## config.mk

```make
export PLATFORM = sky130hd
export DESIGN_NAME = bsh_ctrl
export DESIGN_NICKNAME = d
export VERILOG_FILES = /design/src/hw/rtl/bsh_pkg.sv /design/src/hw/rtl/bsh_ctrl.sv
export SDC_FILE = /design/constraint.sdc
export NUM_CORES = 1
export LEC_CHECK = 0
export ABC_CLOCK_PERIOD_IN_PS = 4300
export BUFFER_PORTS_ARGS = -buffer_cell sky130_fd_sc_hd__buf_2
export CAP_MARGIN = 20
export CORE_ASPECT_RATIO = 0.7
export CORE_UTILIZATION = 30
export DETAILED_ROUTE_END_ITERATION = 8
export GPL_TIMING_DRIVEN = 1
export REMOVE_ABC_BUFFERS = 1
export SETUP_SLACK_MARGIN = 0.4
export SKIP_CTS_REPAIR_TIMING = 1
export SLEW_MARGIN = 15
export SYNTH_ARGS = -nofsm -noshare
export SYNTH_HDL_FRONTEND = slang
export SYNTH_SLANG_ARGS = --single-unit
```

## constraint.sdc

```tcl
create_clock -name clk -period 4.3 [get_ports clk]
set_input_delay 0.215 -clock clk [delete_from_list [all_inputs] [get_ports clk]]
set_output_delay 0.215 -clock clk [all_outputs]
set_load 0.02 [all_outputs]
```

## src/hw/rtl/bsh_pkg.sv

```systemverilog
// Package for the board-state hash set: sizes, opcodes and control/status types.
package bsh_pkg;

  // Table geometry; the table size must be a power of two (key = hash mod size).
  localparam int unsigned TABLE_SIZE = 1024;
  localparam int unsigned IDX_W      = $clog2(TABLE_SIZE);
  localparam int unsigned HASH_OUT_W = 10;

  // Hash constants
  localparam int unsigned   NUM_POS     = 6;
  localparam int unsigned   POS_W       = 7;
  localparam int unsigned   STEP_W      = $clog2(NUM_POS);
  localparam int unsigned   HASH_W      = 64;
  localparam logic [63:0]   HASH_GOLDEN = 64'h0000_0000_9e37_79b9;

  // Opcodes
  typedef logic [1:0] opcode_t;
  localparam opcode_t OP_INSERT = 2'd0;
  localparam opcode_t OP_REMOVE = 2'd1;
  localparam opcode_t OP_CLEAR  = 2'd2;
  localparam opcode_t OP_UNUSED = 2'd3;

  typedef logic signed [POS_W-1:0]  pos_t;
  typedef pos_t [NUM_POS-1:0]       pos_arr_t;
  typedef logic [IDX_W-1:0]         idx_t;

  // Commands from the controller to the datapath
  typedef struct packed {
    logic load;      // capture positions, clear hash
    logic hash;      // one hash round
    logic rd;        // read a slot
    logic rd_home;   // read address is the home slot (else the next slot)
    logic wr;        // write a slot
    logic wr_home;   // write address is the home slot (else the current slot)
    logic wr_occ;    // occupied flag to write
    logic clr;       // clear one slot of the sweep
    logic out_load;  // load the result register
    logic res_ins;
    logic res_rem;
  } bsh_cmd_t;

  // Status from the datapath to the controller
  typedef struct packed {
    logic hash_last;  // current hash round is the last one
    logic rd_occ;     // slot read is occupied
    logic rd_match;   // slot read holds the key
    logic next_home;  // next slot wraps back to home
    logic clr_last;   // sweep is at the last slot
  } bsh_sts_t;

endpackage

```

## src/hw/rtl/bsh_ctrl.sv

```systemverilog
// Controller: sequences hashing, probing, clear sweeps and the result handshake.
module bsh_ctrl (
  input  logic               clk,
  input  logic               rst_n,
  input  logic               in_valid,
  output logic               in_ready,
  input  bsh_pkg::opcode_t   in_opcode,
  output logic               out_valid,
  input  logic               out_ready,
  output bsh_pkg::bsh_cmd_t  cmd,
  input  bsh_pkg::bsh_sts_t  sts
);
  import bsh_pkg::*;

  typedef enum logic [2:0] {
    ST_INIT,   // sweep after reset
    ST_IDLE,
    ST_HASH,
    ST_ISSUE,  // read the home slot
    ST_PROBE,
    ST_CLEAR,  // sweep for a clear item
    ST_DONE
  } state_t;

  state_t   state_r, state_nxt;
  opcode_t  op_r, op_nxt;
  logic     ins_r, ins_nxt;
  logic     rem_r, rem_nxt;
  logic     out_valid_r, out_valid_nxt;

  assign in_ready  = (state_r == ST_IDLE);
  assign out_valid = out_valid_r;

  always_comb begin
    state_nxt     = state_r;
    op_nxt        = op_r;
    ins_nxt       = ins_r;
    rem_nxt       = rem_r;
    out_valid_nxt = out_valid_r & ~out_ready;
    cmd           = '0;
    cmd.res_ins   = ins_r;
    cmd.res_rem   = rem_r;

    unique case (state_r)
      ST_INIT: begin
        cmd.clr = 1'b1;
        if (sts.clr_last) begin
          state_nxt = ST_IDLE;
        end
      end
      ST_IDLE: begin
        if (in_valid) begin
          cmd.load  = 1'b1;
          op_nxt    = in_opcode;
          ins_nxt   = 1'b0;
          rem_nxt   = 1'b0;
          state_nxt = ST_HASH;
        end
      end
      ST_HASH: begin
        cmd.hash = 1'b1;
        if (sts.hash_last) begin
          case (op_r) inside
            OP_INSERT, OP_REMOVE: state_nxt = ST_ISSUE;
            OP_CLEAR:             state_nxt = ST_CLEAR;
            default:              state_nxt = ST_DONE;
          endcase
        end
      end
      ST_ISSUE: begin
        cmd.rd      = 1'b1;
        cmd.rd_home = 1'b1;
        state_nxt   = ST_PROBE;
      end
      ST_PROBE: begin
        if (!sts.rd_occ) begin
          // empty slot ends the walk
          if (op_r == OP_INSERT) begin
            cmd.wr     = 1'b1;
            cmd.wr_occ = 1'b1;
            ins_nxt    = 1'b1;
          end
          state_nxt = ST_DONE;
        end else if (sts.rd_match) begin
          // key found: duplicate for insert, free the slot for remove
          if (op_r == OP_REMOVE) begin
            cmd.wr     = 1'b1;
            cmd.wr_occ = 1'b0;
            rem_nxt    = 1'b1;
          end
          state_nxt = ST_DONE;
        end else if (sts.next_home) begin
          // full lap: insert overwrites the home slot
          if (op_r == OP_INSERT) begin
            cmd.wr      = 1'b1;
            cmd.wr_home = 1'b1;
            cmd.wr_occ  = 1'b1;
            ins_nxt     = 1'b1;
          end
          state_nxt = ST_DONE;
        end else begin
          cmd.rd = 1'b1;
        end
      end
      ST_CLEAR: begin
        cmd.clr = 1'b1;
        if (sts.clr_last) begin
          state_nxt = ST_DONE;
        end
      end
      ST_DONE: begin
        if (!out_valid_r || out_ready) begin
          cmd.out_load  = 1'b1;
          out_valid_nxt = 1'b1;
          state_nxt     = ST_IDLE;
        end
      end
      default: state_nxt = ST_IDLE;
    endcase
  end

  always_ff @(posedge clk) begin
    if (!rst_n) begin
      state_r     <= ST_INIT;
      op_r        <= OP_INSERT;
      ins_r       <= 1'b0;
      rem_r       <= 1'b0;
      out_valid_r <= 1'b0;
    end else begin
      state_r     <= state_nxt;
      op_r        <= op_nxt;
      ins_r       <= ins_nxt;
      rem_r       <= rem_nxt;
      out_valid_r <= out_valid_nxt;
    end
  end

endmodule
```

; ---- After elaboration in Yosys (flattened, before gate mapping)
; Cells that the tools add are included.
; W data, S select, Z words.
[word_totals]
register_bits = 8
latch_bits = 0
ramBits = 0
mem_bits_ro = 0
output_inout_bits = 13
word_cells = 82
n_memories = 0
[classes]
n_addsub = 0
multipliers = 0
n_div = 0
magnitude_cmp = 0
n_eq_ne = 19
shift = 0
muxes = 45
n_bitwise = 2
n_reduce_logical = 11
[ops]
columns = op, count
row1 = $mux W3, 12
row2 = $mux W1, 28
row3 = $pmux W3 S7, 1
row4 = $ne A2 B2 Y1 const B, 8
row5 = $eq A3 B3 Y1 const B, 3
row6 = $eq A3 B2 Y1 const B, 2
row7 = $ne A3 B3 Y1 const B, 2
row8 = $pmux W1 S2, 3
row9 = $reduce_and A6 Y1, 1
row10 = $reduce_and A5 Y1, 1
row11 = $ne A4 B4 Y1 const B, 1
row12 = $reduce_and A4 Y1, 1
row13 = $reduce_or A2 Y1, 2
row14 = $eq A3 B1 Y1 const B, 1
row15 = $logic_not A3 Y1, 1
row16 = $eq A2 B1 Y1 const B, 1
row17 = $eq A2 B2 Y1 const B, 1
row18 = $logic_not A2 Y1, 1
row19 = $mux W2, 1
row20 = $reduce_and A2 Y1, 1
row21 = $reduce_bool A2 Y1, 1
row22 = $and A1 B1 Y1, 1
row23 = $logic_not A1 Y1, 1
row24 = $logic_or A1 B1 Y1, 1
row25 = $not A1 Y1, 1

; ---- Logic depth before layout (Yosys ltp)
; Gate-level depths: netlist of the first run.
[logic_depth]
ltp_word = 6
mapped_depth = 5
depth_no_buf = 4

; ---- Least setup slack after synthesis of the first run
; No wires, ideal clock.
[synth_timing]
path_type = reg2out
start = register state_r[0]
end = output port cmd[5] (netlist bit)
arrival_ns = 1.698
t_required_ns = 4.085
path_slack_ns = 2.387
path_stages_with_launch = 4
path_buffers = 1
path_cell_list = dfxtp_1 -> buf_6 -> or4b_4 -> nor4_1
[synth_lines]
columns = item, line_no
row1 = "start, declared", bsh_ctrl.sv:25  ; state_t state_r, state_nxt;
row2 = "start signal, assigned", bsh_ctrl.sv:130  ; state_r <= state_nxt;
row3 = "end, declared", bsh_ctrl.sv:10  ; output bsh_pkg::bsh_cmd_t cmd,

==> results.json, run 1 <==
{
  "initial_core_util": 0.318,
  "drc_errors": 0,
  "drv_cap": 0,
  "synthTopCellsByArea": "dfxtp_1 (27%), nand2b_1 (5.3%), nor2b_1 (5.3%)",
  "clkLatencyLatePin_ns": 0.25,
  "syn_to_final_growth_pct": 21.0,
  "drt_iter0_markers": 24,
  "crit_fanout": 12,
  "diodes": 0,
  "synthArstFlopShare": 0,
  "drt_wl_total_mm": 1.23,
  "cts-root-buf": "clkbuf_4",
  "place_ws_ns": 2.54,
  "avgViaCountPerCell": 4.73,
  "end_kind": "primary output",
  "track_usage": 0.121,
  "yosys.area.top_type": "dfxtp_1",
  "drt_pass1_iterations": 4,
  "start_kind": "register",
  "synth.distinct_cells": 31,
  "cts_made_buffers": 3,
  "yosys_warnings": 0,
  "grt_pass1_vias": 394,
  "finalMaxSlewViolations": 0,
  "clock-sinks": 8,
  "ant_nets": 0,
  "synth_top_area_share": 0.271,
  "clkTransAtPathRegs_ns": 0.05,
  "port_buffers": 23,
  "crit_required_ns": 4.09,
  "synth-seq-area-share": 0.271,
  "total_power_w": 0.000249,
  "antenna_found_initial": 0,
  "arrival_ns": 1.82,
  "io_pins": 24,
  "fin_worst_skew_ns": 0.00265,
  "drive_gt1_frac": 0.374,
  "hold_ws_ns": 0.223,
  "synth-edff-count": 0,
  "relSlewSlack": 0.619,
  "syn_avg_cell_area_um2": 8.32,
  "syn_area_um2": 591,
  "die_width_um": 55.0,
  "tightest_slew_ns": 0.570,
  "setup_viol": 0,
  "clock.fmax_mhz": 491,
  "synth.ff_latch_count": 8,
  "grt_overflow": 0,
  "outcome": "complete, no violations",
  "hp-class": "primary input to register",
  "die_h_um": 39.1,
  "cts_tree": "yes",
  "yosysMostFrequentCell": "dfxtp_1",
  "grt_pass1_wl_mm": 1.77,
  "vias": 535,
  "num_rows": 13,
  "post_drt_wl_per_cell_um": 10.9,
  "hold_viol_final": 0,
  "core_mm2": 0.00185,
  "hpwl_um": 946,
  "min_period_over_period": 0.474,
  "grt_max_degree": 22,
  "synthTopCellsByCount": "dfxtp_1 (8), nor2_1 (7), a21oi_1 (6)",
  "synth-main-ff-cell": "dfxtp_1",
  "max-vdd-ir-drop_uv": 187,
  "finalCriticalPeriod_ns": 2.04,
  "die_area_mm2": 0.00215,
  "powerDensity_mw_per_mm2": 348,
  "layout_setup_ws_ns": 2.26,
  "htree_levels": 1,
  "syn_inst": 71,
  "clk_path_buf_depth": 2,
  "layout.nets": 104,
  "finalSetupTns_ns": 0,
  "rsz0062_at_grt": "no",
  "place.gp.congestion": 0.707,
  "leakagePower_nw": 0.317,
  "criticalPathCategory": "register to primary output"
}
## state kept, by name, indices dropped and copies added (netlist names)
register	flops
rem_r	1
out_valid	1
op_r	2
ins_r	1
state_r	3
## path summary, 6_finish.rpt
kind	from	to	slack, ns	depth (start not counted)
max	state_r[2]$_SDFFE_PN0P_	cmd[4]	2.26	3
min	in_opcode[1]	op_r[1]$_SDFFE_PN0P_	0.22	3
max reg2reg	state_r[1]$_SDFFE_PN0P_	state_r[0]$_SDFFE_PN0P_	2.59	4
min reg2reg	rem_r$_SDFFE_PN0P_	rem_r$_SDFFE_PN0P_	0.46	2
## cell usage in the layout, fill, tap and decap left out, drive strengths merged, types with 2 or more instances in the layout
master  Yosys  final
buf         4     23
nor2        9      9
clkbuf      2      3
nor2b       5      5
and2        3      3
mux2i       3      3
nor4        2      2
nor3        3      3
dfxtp       8      8
o21ai       3      3
nand2b      5      5
a21oi       6      6
inv         2      2
nand2       2      2
and3        2      2
## report_power, final
part	total (W)	switching, W	internal (W)
clock	0.0000566	0.0000247	0.0000319
combinational	0.0000899	0.0000468	0.0000431
sequential	0.000102	0.0000211	0.0000811
## per-stage QoR
stage / std cells / area, um^2 / utilization
2_1_floorplan: 65 / 549 / -
3_3_place_gp: 110 / 692 / 0.373
3_5_place_dp: 110 / 692 / 0.373
4_1_cts: 113 / 714 / 0.385
5_1_grt: 113 / 714 / 0.385
6_report: 113 / 714 / 0.385
## area by class of cell
type                    count  area (um^2)
repair buffers             23          115
flip-flops and latches      8          160
fillers                   206         1140
well taps                  22         27.5
inverters                   2         7.51
multi-input cells          55          382
clock buffers               3         22.5
## metal layers
metal / GRT usage / wire (um) / part of all wire / vias to the layer above
li1: - / - / - / 290
met5: 0 / 0 / 0 / -
met1: 0.179 / 681 / 0.55 / 223
met3: 0.0706 / 104 / 0.085 / 0
met2: 0.154 / 443 / 0.36 / 22
met4: 0 / 0 / 0 / 0
## critical path, stage by stage, from the launching register on
cell and delay [ns]:
dfxtp_1 0.57, or4b_4 0.55, a211oi_4 0.25, buf_2 0.20
## kinds of logic after synthesis
logic type             after synthesis  share of synthesized area
AO/OA/AOI/OAI                       13                      0.157
flip-flops                           8                      0.271
multiplexers                         4                     0.0890
buffers and inverters                8                     0.0826
AND/OR/NAND/NOR                     38                      0.400
(Power assumes the default switching activity.)
==> inputs of run 2 (changes only) <==
ABC_AREA = 1   (was default)
ABC_CLOCK_PERIOD_IN_PS = 1700   (was 4300)
clock period = 1.7 ns   (was 4.3 ns; I/O delays follow)
==> run 2 against run 1 <==
Effect of this change:
- critical path depth grew 3
- sequential power rose to 3.8 times the previous value
- non-clock buffer count is 5 higher
==> results.json, run 2 <==
{
  "arrival_ns": 1.26,
  "cts_tree": "yes",
  "synth-compound-area-share": 0.139,
  "ant_nets": 0,
  "grt_pass1_wl_mm": 2.62,
  "finalMaxSlewViolations": 0,
  "vias": 727,
  "tightest_slew_ns": 0.204,
  "syn_area_um2": 613,
  "drt_pass1_iterations": 4,
  "synth_top_area_share": 0.261,
  "setup_viol": 0,
  "r2r_cells": 7,
  "synth_fa_ha_area_frac": 0,
  "hold_viol_final": 0,
  "whs_path_depth": 3,
  "synth_top_family_by_area": "simple AND/OR/NAND/NOR gates",
  "max_stage_delay_ns": 0.37,
  "initial_core_util": 0.325,
  "htree_levels": 1,
  "num_rows": 13,
  "synth-xor-area-share": 0,
  "avgViaCountPerCell": 4.78,
  "cts_made_buffers": 3,
  "io_pins": 24,
  "post_drt_wl_per_cell_um": 10.8,
  "die_h_um": 39.8,
  "clock.fmax_mhz": 744,
  "syn_avg_cell_area_um2": 5.95,
  "hp-start": "in_opcode[0]",
  "start_kind": "register",
  "finalSetupTns_ns": 0,
  "largest-register": "state_r",
  "port_buffers": 23,
  "yosys.area_share.simple": 0.445,
  "track_usage": 0.160,
  "cts-root-buf": "clkbuf_4",
  "reg_top3": "state_r: 3 flops, op_r: 2 flops",
  "relSlewSlack": 0.863,
  "yosys.area.top_type": "dfxtp_1",
  "grt_overflow": 0,
  "nFillCells": 204,
  "outcome": "complete, no violations",
  "antenna_found_initial": 0,
  "diodes": 0,
  "drt_iter0_markers": 8,
  "clkLatencyLatePin_ns": 0.26,
  "leakagePower_nw": 0.459,
  "rsz0062_at_grt": "yes",
  "grt_max_degree": 10,
  "end_kind": "primary output",
  "core_mm2": 0.00189,
  "hold_path_end": "op_r[0]$_SDFFE_PN0P_",
  "powerDensity_mw_per_mm2": 1790,
  "synth-main-ff-cell": "dfxtp_1",
  "hold_ws_ns": 0.0954,
  "yosys_warnings": 0,
  "final_cell_mix": "nand2_1 (19), buf_2 (19), inv_1 (12), nor2_1 (12), nand3_1 (10)",
  "syn_inst": 103,
  "clkTransAtPathRegs_ns": 0.06,
  "drt_wl_total_mm": 1.64,
  "drc_errors": 0,
  "die_area_mm2": 0.00223,
  "synthMuxAreaShare": 0,
  "finalCriticalPeriod_ns": 1.34,
  "layout.nets": 143,
  "drive_gt1_frac": 0.438,
  "crit_required_ns": 1.62,
  "crit_fanout": 7,
  "timing.rr.start": "state_r[1]$_SDFFE_PN0P_",
  "hpwl_mm": 1.16,
  "die_width_um": 56.0,
  "max-vdd-ir-drop_uv": 841,
  "syn_to_final_growth_pct": 40.0,
  "yosysMostFrequentCell": "nand2_1",
  "grt_pass1_vias": 619,
  "criticalPathCategory": "register to primary output",
  "hp-class": "primary input to register",
  "place.gp.congestion": 0.792,
  "synth.ff_latch_count": 8,
  "synthTopCellsByArea": "dfxtp_1 (26%), nand2_1 (12%), nor2_1 (9.2%)",
  "synthTopCellsByCount": "nand2_1 (20), nor2_1 (15), inv_1 (13)",
  "synth-edff-count": 0,
  "synth-seq-area-share": 0.261,
  "min_period_over_period": 0.791,
  "cp_slowest_cell": "dfxtp_4",
  "largest_reg_flops": 3,
  "reg2reg_setup_slack_ns": 0.45,
  "clk_path_buf_depth": 2,
  "synthArstFlopShare": 0,
  "fin_worst_skew_ns": 0.00244,
  "synth.distinct_cells": 19,
  "path_cells": "nor2_4 > nand2_4 > inv_4 > nand2_2 > o21ai_2 > buf_4",
  "regToRegEndpoint": "state_r[2]$_SDFFE_PN0P_",
  "clock-sinks": 8,
  "drv_cap": 0,
  "place_ws_ns": 0.272,
  "startpoint": "state_r[1]$_SDFFE_PN0P_",
  "layout_setup_ws_ns": 0.355
}
## run 2: worst max-delay path by stage
stage,to,slack [ns]
after global routing,cmd[6],0.29
after detailed placement,state_r[0]$_SDFFE_PN0P_,0.27
after CTS,cmd[6],0.12
final,cmd[6],0.36
after global placement,state_r[0]$_SDFFE_PN0P_,0.26
after floorplan,cmd[6],0.37
## run 2: area by class of cell
| type | instances | area (um^2) | share of cell area |
|---|---|---|---|
| clock buffer | 3 | 22.5 | 0.0262 |
| multi-input combinational | 74 | 395 | 0.461 |
| tap | 22 | 27.5 | 0.0321 |
| timing repair buffer | 28 | 170 | 0.198 |
| sequential | 8 | 174 | 0.203 |
| inverter | 17 | 68.8 | 0.0802 |
## run 2: power breakdown
part / internal [W] / total, W / switching (W)
registers: 0.000280 / 0.000392 / 0.000112
logic: 0.000382 / 0.000992 / 0.000610
clock network: 0.0000810 / 0.000149 / 0.0000679
## run 2: layer usage
layer / global-route usage / vias to the layer above / share of wire
li1: - / 378 / -
met1: 0.195 / 318 / 0.46
met2: 0.247 / 29 / 0.43
met3: 0.0792 / 2 / 0.097
met4: 0.0549 / 0 / 0.0049
met5: 0 / - / 0
## run 2: through the flow
| step | utilization | total power [W] | cell area [um^2] | cells |
|---|---|---|---|---|
| after global routing | 0.455 | 0.00166 | 858 | 152 |
| after global placement | 0.384 | 0.00118 | 724 | 144 |
| after CTS | 0.396 | 0.00134 | 747 | 147 |
| final | 0.455 | 0.00153 | 858 | 152 |
| after detailed placement | 0.384 | 0.00118 | 724 | 144 |
| after floorplan | - | 0.000972 | 582 | 99 |
## run 2: critical path, delay by kind of cell (launching register included)
family,cells,cell delay (ns)
flops,1,0.37
buf+inv,2,0.23
compound gates,1,0.11
simple gates,3,0.29
## run 2: logic make-up (layout without fill, tap and decap cells)
logic type / Yosys count / in the layout
simple gates: 58 / 58
buf+inv: 21 / 48
compound gates: 16 / 16
flops: 8 / 8
